===== src/sv/mss_pkg.sv =====
// Shared constants and types for the median string search block.
`default_nettype none
package mss_pkg;
  localparam int MAX_PATTERN = 8;
  localparam int MAX_SEQS    = 16;
  localparam int MAX_SEQ_LEN = 64;
  localparam int STORE_DEPTH = 1024;
  localparam int ADDR_W      = 10;
  localparam int PAT_W       = 2 * MAX_PATTERN;
  localparam int DIST_W      = $clog2(MAX_PATTERN + 1);

  localparam logic [1:0] REG_PATTERN_LENGTH = 2'd0;
  localparam logic [1:0] REG_NUM_SEQS       = 2'd1;
  localparam logic [1:0] REG_SEQ_LENGTH     = 2'd2;

  typedef enum logic [2:0] {
    ST_IDLE  = 3'b001,
    ST_RUN   = 3'b010,
    ST_DRAIN = 3'b100
  } state_t;

  // Tag that travels beside each base read from the store.
  typedef struct packed {
    logic             valid;
    logic             win;
    logic             seqend;
    logic             candend;
    logic             final_cand;
    logic [PAT_W-1:0] cand;
  } tag_t;
endpackage
`default_nettype wire


===== src/sv/mss_ram.sv =====
// Generic single-write, single-read RAM with registered read data.
`default_nettype none
module mss_ram #(
  parameter int WIDTH = 2,
  parameter int DEPTH = 1024
) (
  input  wire logic                     clk,
  input  wire logic                     we,
  input  wire logic [$clog2(DEPTH)-1:0] waddr,
  input  wire logic [WIDTH-1:0]         wdata,
  input  wire logic [$clog2(DEPTH)-1:0] raddr,
  output logic      [WIDTH-1:0]         rdata
);
  logic [WIDTH-1:0] mem [DEPTH];

  always_ff @(posedge clk) begin
    if (we) begin
      mem[waddr] <= wdata;
    end
    rdata <= mem[raddr];
  end
endmodule
`default_nettype wire


===== src/sv/mss_cell.sv =====
// One cell of the window row: holds a base and flags a mismatch against its pattern base.
`default_nettype none
module mss_cell import mss_pkg::*; (
  input  wire logic       clk,
  input  wire logic       shift,
  input  wire logic [1:0] base_in,
  input  wire logic [1:0] pat,
  input  wire logic       active,
  output logic      [1:0] base_out,
  output logic            mismatch
);
  logic [1:0] base_q;

  always_ff @(posedge clk) begin
    if (shift) begin
      base_q <= base_in;
    end
  end

  assign base_out = base_q;
  assign mismatch = active && (base_q != pat);
endmodule
`default_nettype wire


===== src/sv/mss_chain.sv =====
// Row of window cells and the count of mismatching positions.
`default_nettype none
module mss_chain import mss_pkg::*; (
  input  wire logic              clk,
  input  wire logic              shift,
  input  wire logic [1:0]        base_in,
  input  wire logic [PAT_W-1:0]  pattern,
  input  wire logic [3:0]        plen,
  output logic      [DIST_W-1:0] miss_cnt
);
  logic [1:0]             link [MAX_PATTERN+1];
  logic [MAX_PATTERN-1:0] miss;

  assign link[0] = base_in;

  // Cell k holds the k-th newest base, matching pattern base k.
  for (genvar k = 0; k < MAX_PATTERN; k++) begin : g_cell
    mss_cell u_cell (
      .clk      (clk),
      .shift    (shift),
      .base_in  (link[k]),
      .pat      (pattern[2*k+1:2*k]),
      .active   (k < plen),
      .base_out (link[k+1]),
      .mismatch (miss[k])
    );
  end

  always_comb begin
    miss_cnt = '0;
    for (int k = 0; k < MAX_PATTERN; k++) begin
      miss_cnt = miss_cnt + DIST_W'(miss[k]);
    end
  end
endmodule
`default_nettype wire


===== src/sv/median_string_search.sv =====
// A bad setup gives its error result in the cycle after the last base.
// A search gives its result once all 4^pattern_length candidates have been scored over every sequence.
// Loading takes one base per cycle; the search streams one stored base per cycle through
// the cell row, bounded by the single read port of the base store.
// Results cannot be stalled. Synchronous reset restores the registers to 4, 1, 8 and
// clears the search; stored bases are kept undefined until written.
`default_nettype none
module median_string_search import mss_pkg::*; (
  input  wire logic        clk,
  input  wire logic        rst,
  input  wire logic        start,
  output logic             busy,
  input  wire logic [1:0]  base,
  input  wire logic        last,
  input  wire logic        wr_en,
  input  wire logic [1:0]  wr_index,
  input  wire logic [6:0]  wr_data,
  output logic             done,
  output logic [15:0]      best_pattern,
  output logic [7:0]       best_score,
  output logic             error
);
  state_t             state;
  logic [3:0]         pattern_length;
  logic [4:0]         num_seqs;
  logic [6:0]         seq_length;
  logic [ADDR_W-1:0]  load_position;
  logic [PAT_W-1:0]   candidate;
  logic [4:0]         seq_idx;
  logic [6:0]         pos;
  logic [ADDR_W-1:0]  raddr;
  tag_t               p1, p2;
  logic [DIST_W-1:0]  seq_minimum;
  logic [7:0]         running_total;
  logic [7:0]         best_total;
  logic [PAT_W-1:0]   lead_word;
  logic [1:0]         rdata;
  logic [DIST_W-1:0]  miss_cnt;
  logic [DIST_W-1:0]  cur_min;
  logic [7:0]         cand_total;
  logic               better;
  logic [PAT_W:0]     cand_full;
  logic [PAT_W-1:0]   cand_last;
  logic               accept;
  logic               bad;
  logic               seqend, candend, final_cand, win;

  assign busy   = (state != ST_IDLE);
  assign accept = start && !busy;

  assign bad = (pattern_length == 4'd0) || (pattern_length > 4'(MAX_PATTERN)) ||
               (num_seqs == 5'd0) || (num_seqs > 5'(MAX_SEQS)) ||
               (seq_length == 7'd0) || (seq_length > 7'(MAX_SEQ_LEN)) ||
               (seq_length < {3'd0, pattern_length});

  assign cand_full  = ((PAT_W+1)'(1) << {pattern_length, 1'b0}) - (PAT_W+1)'(1);
  assign cand_last  = cand_full[PAT_W-1:0];
  assign seqend     = (pos == seq_length - 7'd1);
  assign candend    = seqend && (seq_idx == num_seqs - 5'd1);
  assign final_cand = candend && (candidate == cand_last);
  assign win        = ((pos + 7'd1) >= {3'd0, pattern_length});

  assign cur_min    = (miss_cnt < seq_minimum) ? miss_cnt : seq_minimum;
  assign cand_total = running_total + 8'(cur_min);
  assign better     = cand_total < best_total;

  mss_ram #(.WIDTH(2), .DEPTH(STORE_DEPTH)) u_store (
    .clk   (clk),
    .we    (accept),
    .waddr (load_position),
    .wdata (base),
    .raddr (raddr),
    .rdata (rdata)
  );

  mss_chain u_chain (
    .clk      (clk),
    .shift    (p1.valid),
    .base_in  (rdata),
    .pattern  (p2.cand),
    .plen     (pattern_length),
    .miss_cnt (miss_cnt)
  );

  always_ff @(posedge clk) begin
    if (rst) begin
      pattern_length <= 4'd4;
      num_seqs       <= 5'd1;
      seq_length     <= 7'd8;
    end else if (wr_en) begin
      case (wr_index)
        REG_PATTERN_LENGTH: pattern_length <= wr_data[3:0];
        REG_NUM_SEQS:       num_seqs       <= wr_data[4:0];
        REG_SEQ_LENGTH:     seq_length     <= wr_data;
        default: ;
      endcase
    end
  end

  always_ff @(posedge clk) begin
    if (rst) begin
      state         <= ST_IDLE;
      load_position <= '0;
      candidate     <= '0;
      seq_idx       <= '0;
      pos           <= '0;
      raddr         <= '0;
      p1            <= '0;
      p2            <= '0;
      seq_minimum   <= '1;
      running_total <= '0;
      best_total    <= '1;
      lead_word     <= '0;
      done          <= 1'b0;
      error         <= 1'b0;
      best_pattern  <= '0;
      best_score    <= '0;
    end else begin
      done <= 1'b0;
      p2   <= p1;
      p1.valid <= 1'b0;

      case (state)
        ST_IDLE: begin
          if (accept) begin
            load_position <= load_position + ADDR_W'(1);
            if (last) begin
              load_position <= '0;
              candidate     <= '0;
              seq_idx       <= '0;
              pos           <= '0;
              raddr         <= '0;
              seq_minimum   <= '1;
              running_total <= '0;
              best_total    <= '1;
              lead_word     <= '0;
              if (bad) begin
                done          <= 1'b1;
                error         <= 1'b1;
                best_pattern  <= '0;
                best_score    <= '0;
              end else begin
                state <= ST_RUN;
              end
            end
          end
        end
        ST_RUN: begin
          // issue one store read per cycle, tagged with its window position
          p1.valid      <= 1'b1;
          p1.win        <= win;
          p1.seqend     <= seqend;
          p1.candend    <= candend;
          p1.final_cand <= final_cand;
          p1.cand       <= candidate;
          raddr         <= raddr + ADDR_W'(1);
          if (seqend) begin
            pos <= '0;
            if (candend) begin
              seq_idx   <= '0;
              raddr     <= '0;
              candidate <= candidate + PAT_W'(1);
              if (final_cand) begin
                state <= ST_DRAIN;
              end
            end else begin
              seq_idx <= seq_idx + 5'd1;
            end
          end else begin
            pos <= pos + 7'd1;
          end
        end
        ST_DRAIN: ;
        default: state <= ST_IDLE;
      endcase

      if (p2.valid && p2.win) begin
        if (p2.seqend) begin
          seq_minimum <= '1;
          if (p2.candend) begin
            running_total <= '0;
            if (p2.final_cand) begin
              done          <= 1'b1;
              error         <= 1'b0;
              best_pattern  <= better ? p2.cand : lead_word;
              best_score    <= better ? cand_total : best_total;
              best_total    <= '1;
              lead_word     <= '0;
              candidate     <= '0;
              state         <= ST_IDLE;
            end else if (better) begin
              best_total <= cand_total;
              lead_word  <= p2.cand;
            end
          end else begin
            running_total <= cand_total;
          end
        end else begin
          seq_minimum <= cur_min;
        end
      end
    end
  end
endmodule
`default_nettype wire


===== config.mk =====
export PLATFORM = sky130hd
export DESIGN_NAME = median_string_search
export DESIGN_NICKNAME = d
export VERILOG_FILES = /design/src/sv/mss_pkg.sv /design/src/sv/mss_ram.sv /design/src/sv/mss_cell.sv /design/src/sv/mss_chain.sv /design/src/sv/median_string_search.sv
export SDC_FILE = /design/constraint.sdc
export NUM_CORES = 2
export LEC_CHECK = 0
export ABC_AREA = 1
export BUFFER_PORTS_ARGS = -buffer_cell sky130_fd_sc_hd__buf_2
export CELL_PAD_IN_SITES_DETAIL_PLACEMENT = 0
export CELL_PAD_IN_SITES_GLOBAL_PLACEMENT = 1
export CORE_MARGIN = 4
export CORE_UTILIZATION = 46
export CTS_CLUSTER_DIAMETER = 40
export DETAILED_ROUTE_END_ITERATION = 10
export PLACE_DENSITY = 0.77
export SLEW_MARGIN = 20
export SYNTH_ARGS = -nofsm -noshare
export SYNTH_HDL_FRONTEND = slang
export SYNTH_SLANG_ARGS = --single-unit

===== constraint.sdc =====
create_clock -name clk -period 7 [get_ports clk]
set_input_delay 1.4 -clock clk [delete_from_list [all_inputs] [get_ports clk]]
set_output_delay 1.4 -clock clk [all_outputs]
set_load 0.05 [all_outputs]

# Word level (Yosys, flattened, before mapping)
# Memory sizes are Yosys's and may differ from the RTL's. A register that Yosys moved wholly into a read port is not among the register bits.
# Cells that the tools add are included.
# op_classes
div	0
n_lt_le_gt_ge	15
mux	100
n_bitwise	0
mul	0
add_sub_neg	16
n_eq_ne	20
shift	1
n_reduce_logical	34
# op_table
op	count
$mux W16	25
$mux W8	23
$mux W10	5
$pmux W16 S2	1
$mux W3	10
$add A4 B1 Y4	6
$mux W4	6
$mux W21	1
$mux W7	3
$add A10 B1 Y10 const B	2
$mux W5	4
$pmux W10 S2	1
$mux W1	18
$add A16 B1 Y16 const B	1
$eq A16 B16 Y1	1
$lt A3 B4 Y1 const A	4
$ne A2 B2 Y1	8
$shl A1 B5 Y16 const A	1
$sub A16 B2 Y16 const B	1
$pmux W7 S2	1
$logic_and A1 B1 Y1	12
$pmux W5 S2	1
$pmux W3 S3	1
$add A8 B4 Y8	1
33 further kinds	49
# totals
ram_bits	2048
mem_bits_ro	0
ff_bits	187
out_inout_bits	27
wordCells	224
latch_bits	0
memories	1
# mem_list
memory	depth	width	rd	rd_clocked_by_memory_dff	wr	line_no	rtl
u_store.mem	1024	2	1	1	1	mss_ram.sv:14	logic [WIDTH-1:0] mem [DEPTH];

# Longest topological paths before layout
# depth
depth_word	18
depth_mapped	40
depth_no_buf	38

# Modules after synthesis
# Synthesis repeated with hierarchy kept, for this count alone.
# hier_totals
cells_unflattened	9516
area_unflattened_um2	97463.5
# by_module_without_submodules
mod	seq_area_each_um2	cells_per_inst	area_per_inst_um2	n_inst
mss_ram	61539.0	7976	86953.4	1
median_string_search	3423.3	1392	9389.0	1
mss_cell	60.1	14	110.1	8
mss_chain	0.0	36	240.2	1

# Least setup slack after synthesis
# OpenSTA, ideal clock, no wires.
# synth_path
kind	register -> register
start	reg pattern_length[3]
end	reg best_total[5]
required_time_ps	6880
n_path_buf	2
slack_ps	342
arrival_time_ps	6538
path_stages_with_launch	38
path_cell_list	dfxtp_1 -> nor2_1 -> inv_1 -> nor2_1 -> a21oi_1 -> ha_1 -> inv_1 -> fa_1 -> fa_1 -> inv_1 -> fa_1 -> inv_1 -> fa_1 -> inv_1 -> ha_1 -> a21boi_0 -> o211ai_1 -> nand2_1 -> (+2 left out) -> inv_1 -> fa_1 -> o21ai_0 -> nand2_1 -> nor2_1 -> xor2_1 -> inv_1 -> ha_1 -> nand2_1 -> o21a_1 -> nand2_1 -> inv_1 -> buf_2 -> buf_2 -> nand2_1 -> nand3_1 -> o211ai_1 -> nand2_1
# synth_via
elab_chain_len	18
word_cells_on_any_way	32
# synth_lines
item	line_no	rtl
start, declared	median_string_search.sv:24	logic [3:0] pattern_length;
start signal, assigned	median_string_search.sv:92	REG_PATTERN_LENGTH: pattern_length <= wr_data[3:0];
$lt A1 B4 Y1	mss_chain.sv:23	.active (k < plen),
$logic_and A1 B1 Y1	mss_cell.sv:21	assign mismatch = active && (base_q != pat);
$add A1 B1 Y2	mss_chain.sv:32	miss_cnt = miss_cnt + DIST_W'(miss[k]);
$add A4 B1 Y4 (5 in series)	mss_chain.sv:32	
$add A4 B1 Y4 (*)	mss_chain.sv:32	
$lt A4 B4 Y1	median_string_search.sv:63	assign cur_min = (miss_cnt < seq_minimum) ? miss_cnt : seq_minimum;
$mux W4 (*)	median_string_search.sv:63	
$add A8 B4 Y8 (*)	median_string_search.sv:64	assign cand_total = running_total + 8'(cur_min);
$lt A8 B8 Y1	median_string_search.sv:65	assign better = cand_total < best_total;
$mux W8 (*)	median_string_search.sv:191	end else if (better) begin
$mux W8 (*)	median_string_search.sv:182	if (p2.final_cand) begin
$mux W8 (*)	median_string_search.sv:180	if (p2.candend) begin
$mux W8 (*)	median_string_search.sv:178	if (p2.seqend) begin
$mux W8 (*)	median_string_search.sv:177	if (p2.valid && p2.win) begin
end signal, assigned	median_string_search.sv:192	best_total <= cand_total;
end, declared	median_string_search.sv:35	logic [7:0] best_total;
# Every way passes the cells marked *; elsewhere a longest branch is shown, timed or not.
# A chain may end at the register's enable or synchronous reset.

# Worst setup path in the final report
# layout_path
start	reg pattern_length[2]
end	reg lead_word[2]
# layout_via
elab_chain_len	18
word_cells_on_any_way	32
# layout_lines
item	line_no	rtl
$lt A1 B4 Y1	mss_chain.sv:23	
$logic_and A1 B1 Y1	mss_cell.sv:21	
$add A1 B1 Y2	mss_chain.sv:32	
$add A4 B1 Y4 (5 in series)	mss_chain.sv:32	
$add A4 B1 Y4 (*)	mss_chain.sv:32	
$lt A4 B4 Y1	median_string_search.sv:63	
$mux W4 (*)	median_string_search.sv:63	
$add A8 B4 Y8 (*)	median_string_search.sv:64	
$lt A8 B8 Y1 (*)	median_string_search.sv:65	
$mux W16 (*)	median_string_search.sv:191	
$mux W16 (*)	median_string_search.sv:182	
$mux W16 (*)	median_string_search.sv:180	
$mux W16 (*)	median_string_search.sv:178	
$mux W16 (*)	median_string_search.sv:177	
end signal, assigned	median_string_search.sv:193	lead_word <= p2.cand;
end, declared	median_string_search.sv:36	logic [PAT_W-1:0] lead_word;
# Marks and branches as above.

==> impl_metrics.json <==
{
  "status": "finished, final reports clean",
  "power_w": 0.03105,
  "critical_path_required_ns": 7.75,
  "synth_commonest_cells": "2385 x nand2_1, 2137 x nand3_1, 2064 x edfxtp_1, 1160 x nor2_1, 310 x buf_2",
  "path_class": "flip-flop to flip-flop",
  "wl_mm": 275.6,
  "io_pins": 43,
  "synth-seq-area-share": 0.6777,
  "cts_buffer_depth": 4,
  "period_needed_ns": 6.670,
  "grt.overflow.total": 0,
  "core_mm2": 0.2079,
  "via_per_inst": 5.719,
  "cap_violations": 0,
  "drt_iter0_drc": 7252,
  "cts.clk_slew.worst_paths_ns": 0.05,
  "row_count": 167,
  "dieHeight_um": 466.2,
  "numCtsBuffers": 317,
  "ir_drop_v": 0.0002819,
  "grt_util_all_layers": 0.2489,
  "synth_top_area_cell": "edfxtp_1",
  "place_hpwl_mm": 141.7,
  "avgSynthCellArea_um2": 10.43,
  "cts_num_sinks": 2237,
  "cts_tree": "done",
  "nets": 9123,
  "postSynth.asyncResetShare": 0,
  "grt_pass1_vias": 67580,
  "combPwrFrac": 0.022,
  "max_freq_ghz": 0.1499,
  "internal-power_w": 0.02457,
  "grt_start_max_net_pins": 211,
  "ys_types": 52,
  "fp.dieArea_mm2": 0.2173,
  "cts_root_buf": "clkbuf_16",
  "swShare": 0.2086,
  "synth.most_common_cell": "nand2_1",
  "synth-simple-area-share": 0.2546,
  "finalSetupTns_ns": 0,
  "drt-pass1-iter-count": 6,
  "ys_warn_count": 0,
  "syn-num-nets": 9320,
  "muxShareOfSynthArea": 0,
  "slew_viol_final": 0,
  "synthCells": 9262,
  "synth.top_cell.area_share": 0.6419,
  "grt_pass1_wl_mm": 411.6,
  "place_ws_ns": 0.1848,
  "cts_htree_levels": 5,
  "pwr-share-clk": 0.507,
  "die_w_um": 466.2,
  "leakagePower_nw": 37.58,
  "drive_above_1_share": 0.08618,
  "initial_utilization": 0.4644,
  "synthXorXnorAreaFrac": 0.005676,
  "hold_path.class": "flip-flop to flip-flop",
  "setup_violations": 0,
  "vias": 69100,
  "hold_violations": 0,
  "portBuffers": 42,
  "synthFlopType": "edfxtp_1",
  "area_growth_pct": 13.37,
  "synthTopCellsByArea": "edfxtp_1 64%, nand3_1 11%, nand2_1 9.3%, nor2_1 4.5%, dfxtp_1 3.6%",
  "worst-slew-pin-transition_ns": 1.155,
  "setup_ws_ns": 0.3303,
  "clk_latency_ns": 0.94,
  "pwr-share-seq": 0.471,
  "finalCritPeriodShare": 0.9528,
  "cp_common_cell": "nand2_1",
  "start_kind": "flip-flop",
  "cts_hold_buf": 0,
  "synth_area_mm2": 0.09656,
  "synth-compound-area-share": 0.01513,
  "synth-edff-count": 2064,
  "whs_ns": 0.4166,
  "synth_top_family_by_area": "simple AND/OR/NAND/NOR gates",
  "gp_congestion": 0.8353,
  "p_per_area_mw_per_mm2": 283.6,
  "max_stage_delay_ns": 0.57,
  "path_max_fanout": 18,
  "drc_errors": 0,
  "slowest_stage": "fa_1",
  "synthAdderAreaFrac": 0.005831,
  "wl_per_cell_um": 22.81,
  "antenna_left": 0,
  "antenna_found_initial": 7,
  "switchingPower_w": 0.006476,
  "crit_arrival_ns": 7.42,
  "finalClockSkew_ns": 0.04869,
  "maxSlewHeadroom": 0.2301,
  "ys_seq_elements": 2237,
  "cp-end-kind": "flip-flop"
}
## registers in the layout, summed over array words and instances, names as in the netlist, 8 cells and up
register / flops
u_store.mem: 2048
p1: 21
p2: 21
best_pattern: 16
candidate: 16
lead_word: 16
u_chain.g_cell.u_cell.base_out: 16
load_position: 10
raddr: 10
best_score: 8
best_total: 8
running_total: 8
## routing by layer
| metal | part of all wire | track usage | vias up |
|---|---|---|---|
| li1 | - | - | 31670 |
| met1 | 0.40 | 0.3268 | 34010 |
| met2 | 0.48 | 0.4177 | 2861 |
| met3 | 0.083 | 0.04415 | 559 |
| met4 | 0.036 | 0.08731 | 2 |
| met5 | 0.000047 | 0 | - |
## final cells by class
class                      instances  area (um2)
fill                           18080       98440
sequential                      2237       65470
multi-input combinational       6127       27720
clock buffer                     363        8337
tap                             2788        3488
clock inverter                   185        2054
timing repair buffer             182        1594
inverter                         200       803.3
antenna                            1       2.502
## kinds of logic (layout without fill, tap and decap cells)
| logic type | Yosys count | after routing |
|---|---|---|
| AO/OA/AOI/OAI | 258 | 258 |
| XOR/XNOR | 61 | 61 |
| adder cells (fa/ha/maj) | 42 | 42 |
| buffers and inverters | 898 | 930 |
| flip-flops | 2237 | 2237 |
| other | 0 | 1 |
| AND/OR/NAND/NOR | 5766 | 5766 |
## layout by cell type, fill, tap and decap left out, types with 30 or more instances in the layout
cell type,count
dfxtp_1,165
nand3_1,2113
inv_1,171
o21ai_0,70
inv_6,34
buf_4,114
clkinv_1,39
nor2_1,1150
a21oi_1,101
nand2_1,2363
bufinv_16,33
nor3_1,30
xor2_1,44
ha_1,34
buf_2,40
clkbuf_16,328
clkbuf_1,33
edfxtp_1,2064
## through the flow
step                      utilization  cell area [um2]  std cells
after floorplan                     -            96560       9262
after global placement         0.4750            98750      11530
after detailed placement       0.4751            98770      11530
after CTS                      0.5251           109200      12080
after global routing           0.5265           109500      12080
final                          0.5265           109500      12080
## worst paths after layout
| kind | slack [ns] | depth (start not counted) | from | end |
|---|---|---|---|---|
| hold / removal | 0.42 | 2 | p1[8]$_SDFFE_PP0P_ | p2[8]$_SDFF_PP0_ |
| setup reg to reg | 0.33 | 38 | pattern_length[2]$_SDFFE_PP1P_ | lead_word[2]$_SDFF_PP0_ |
| hold reg to reg | 0.42 | 2 | p1[8]$_SDFFE_PP0P_ | p2[8]$_SDFF_PP0_ |
| setup / recovery | 0.33 | 38 | pattern_length[2]$_SDFFE_PP1P_ | lead_word[2]$_SDFF_PP0_ |
## power groups by stage
| stage | registers, W | logic [W] | clock network, W |
|---|---|---|---|
| after global placement | 0.0149 | 0.000662 | 0 |
| final | 0.0146 | 0.000688 | 0.0157 |
| after global routing | 0.0146 | 0.000755 | 0.0166 |
| after floorplan | 0.0149 | 0.000300 | 0 |
| after detailed placement | 0.0149 | 0.000668 | 0 |
| after CTS | 0.0146 | 0.000670 | 0.0159 |
## critical path: cells and delay by family, from the launching register on
kind                       cells  cell delay [ns]
adders and majority gates      8             2.89
AOI/OAI and AO/OA              9             1.28
and+or+nand+nor               11             0.95
buffers and inverters          9             0.88
DFF                            1             0.33
xor gates and xnor gates       1             0.19
## timing repair
item	CTS	global route
endpoints found under the setup margin	0	48
buffers inserted	0	5
gates resized for setup	0	61
No activity file was read; power rests on OpenSTA's default activity.
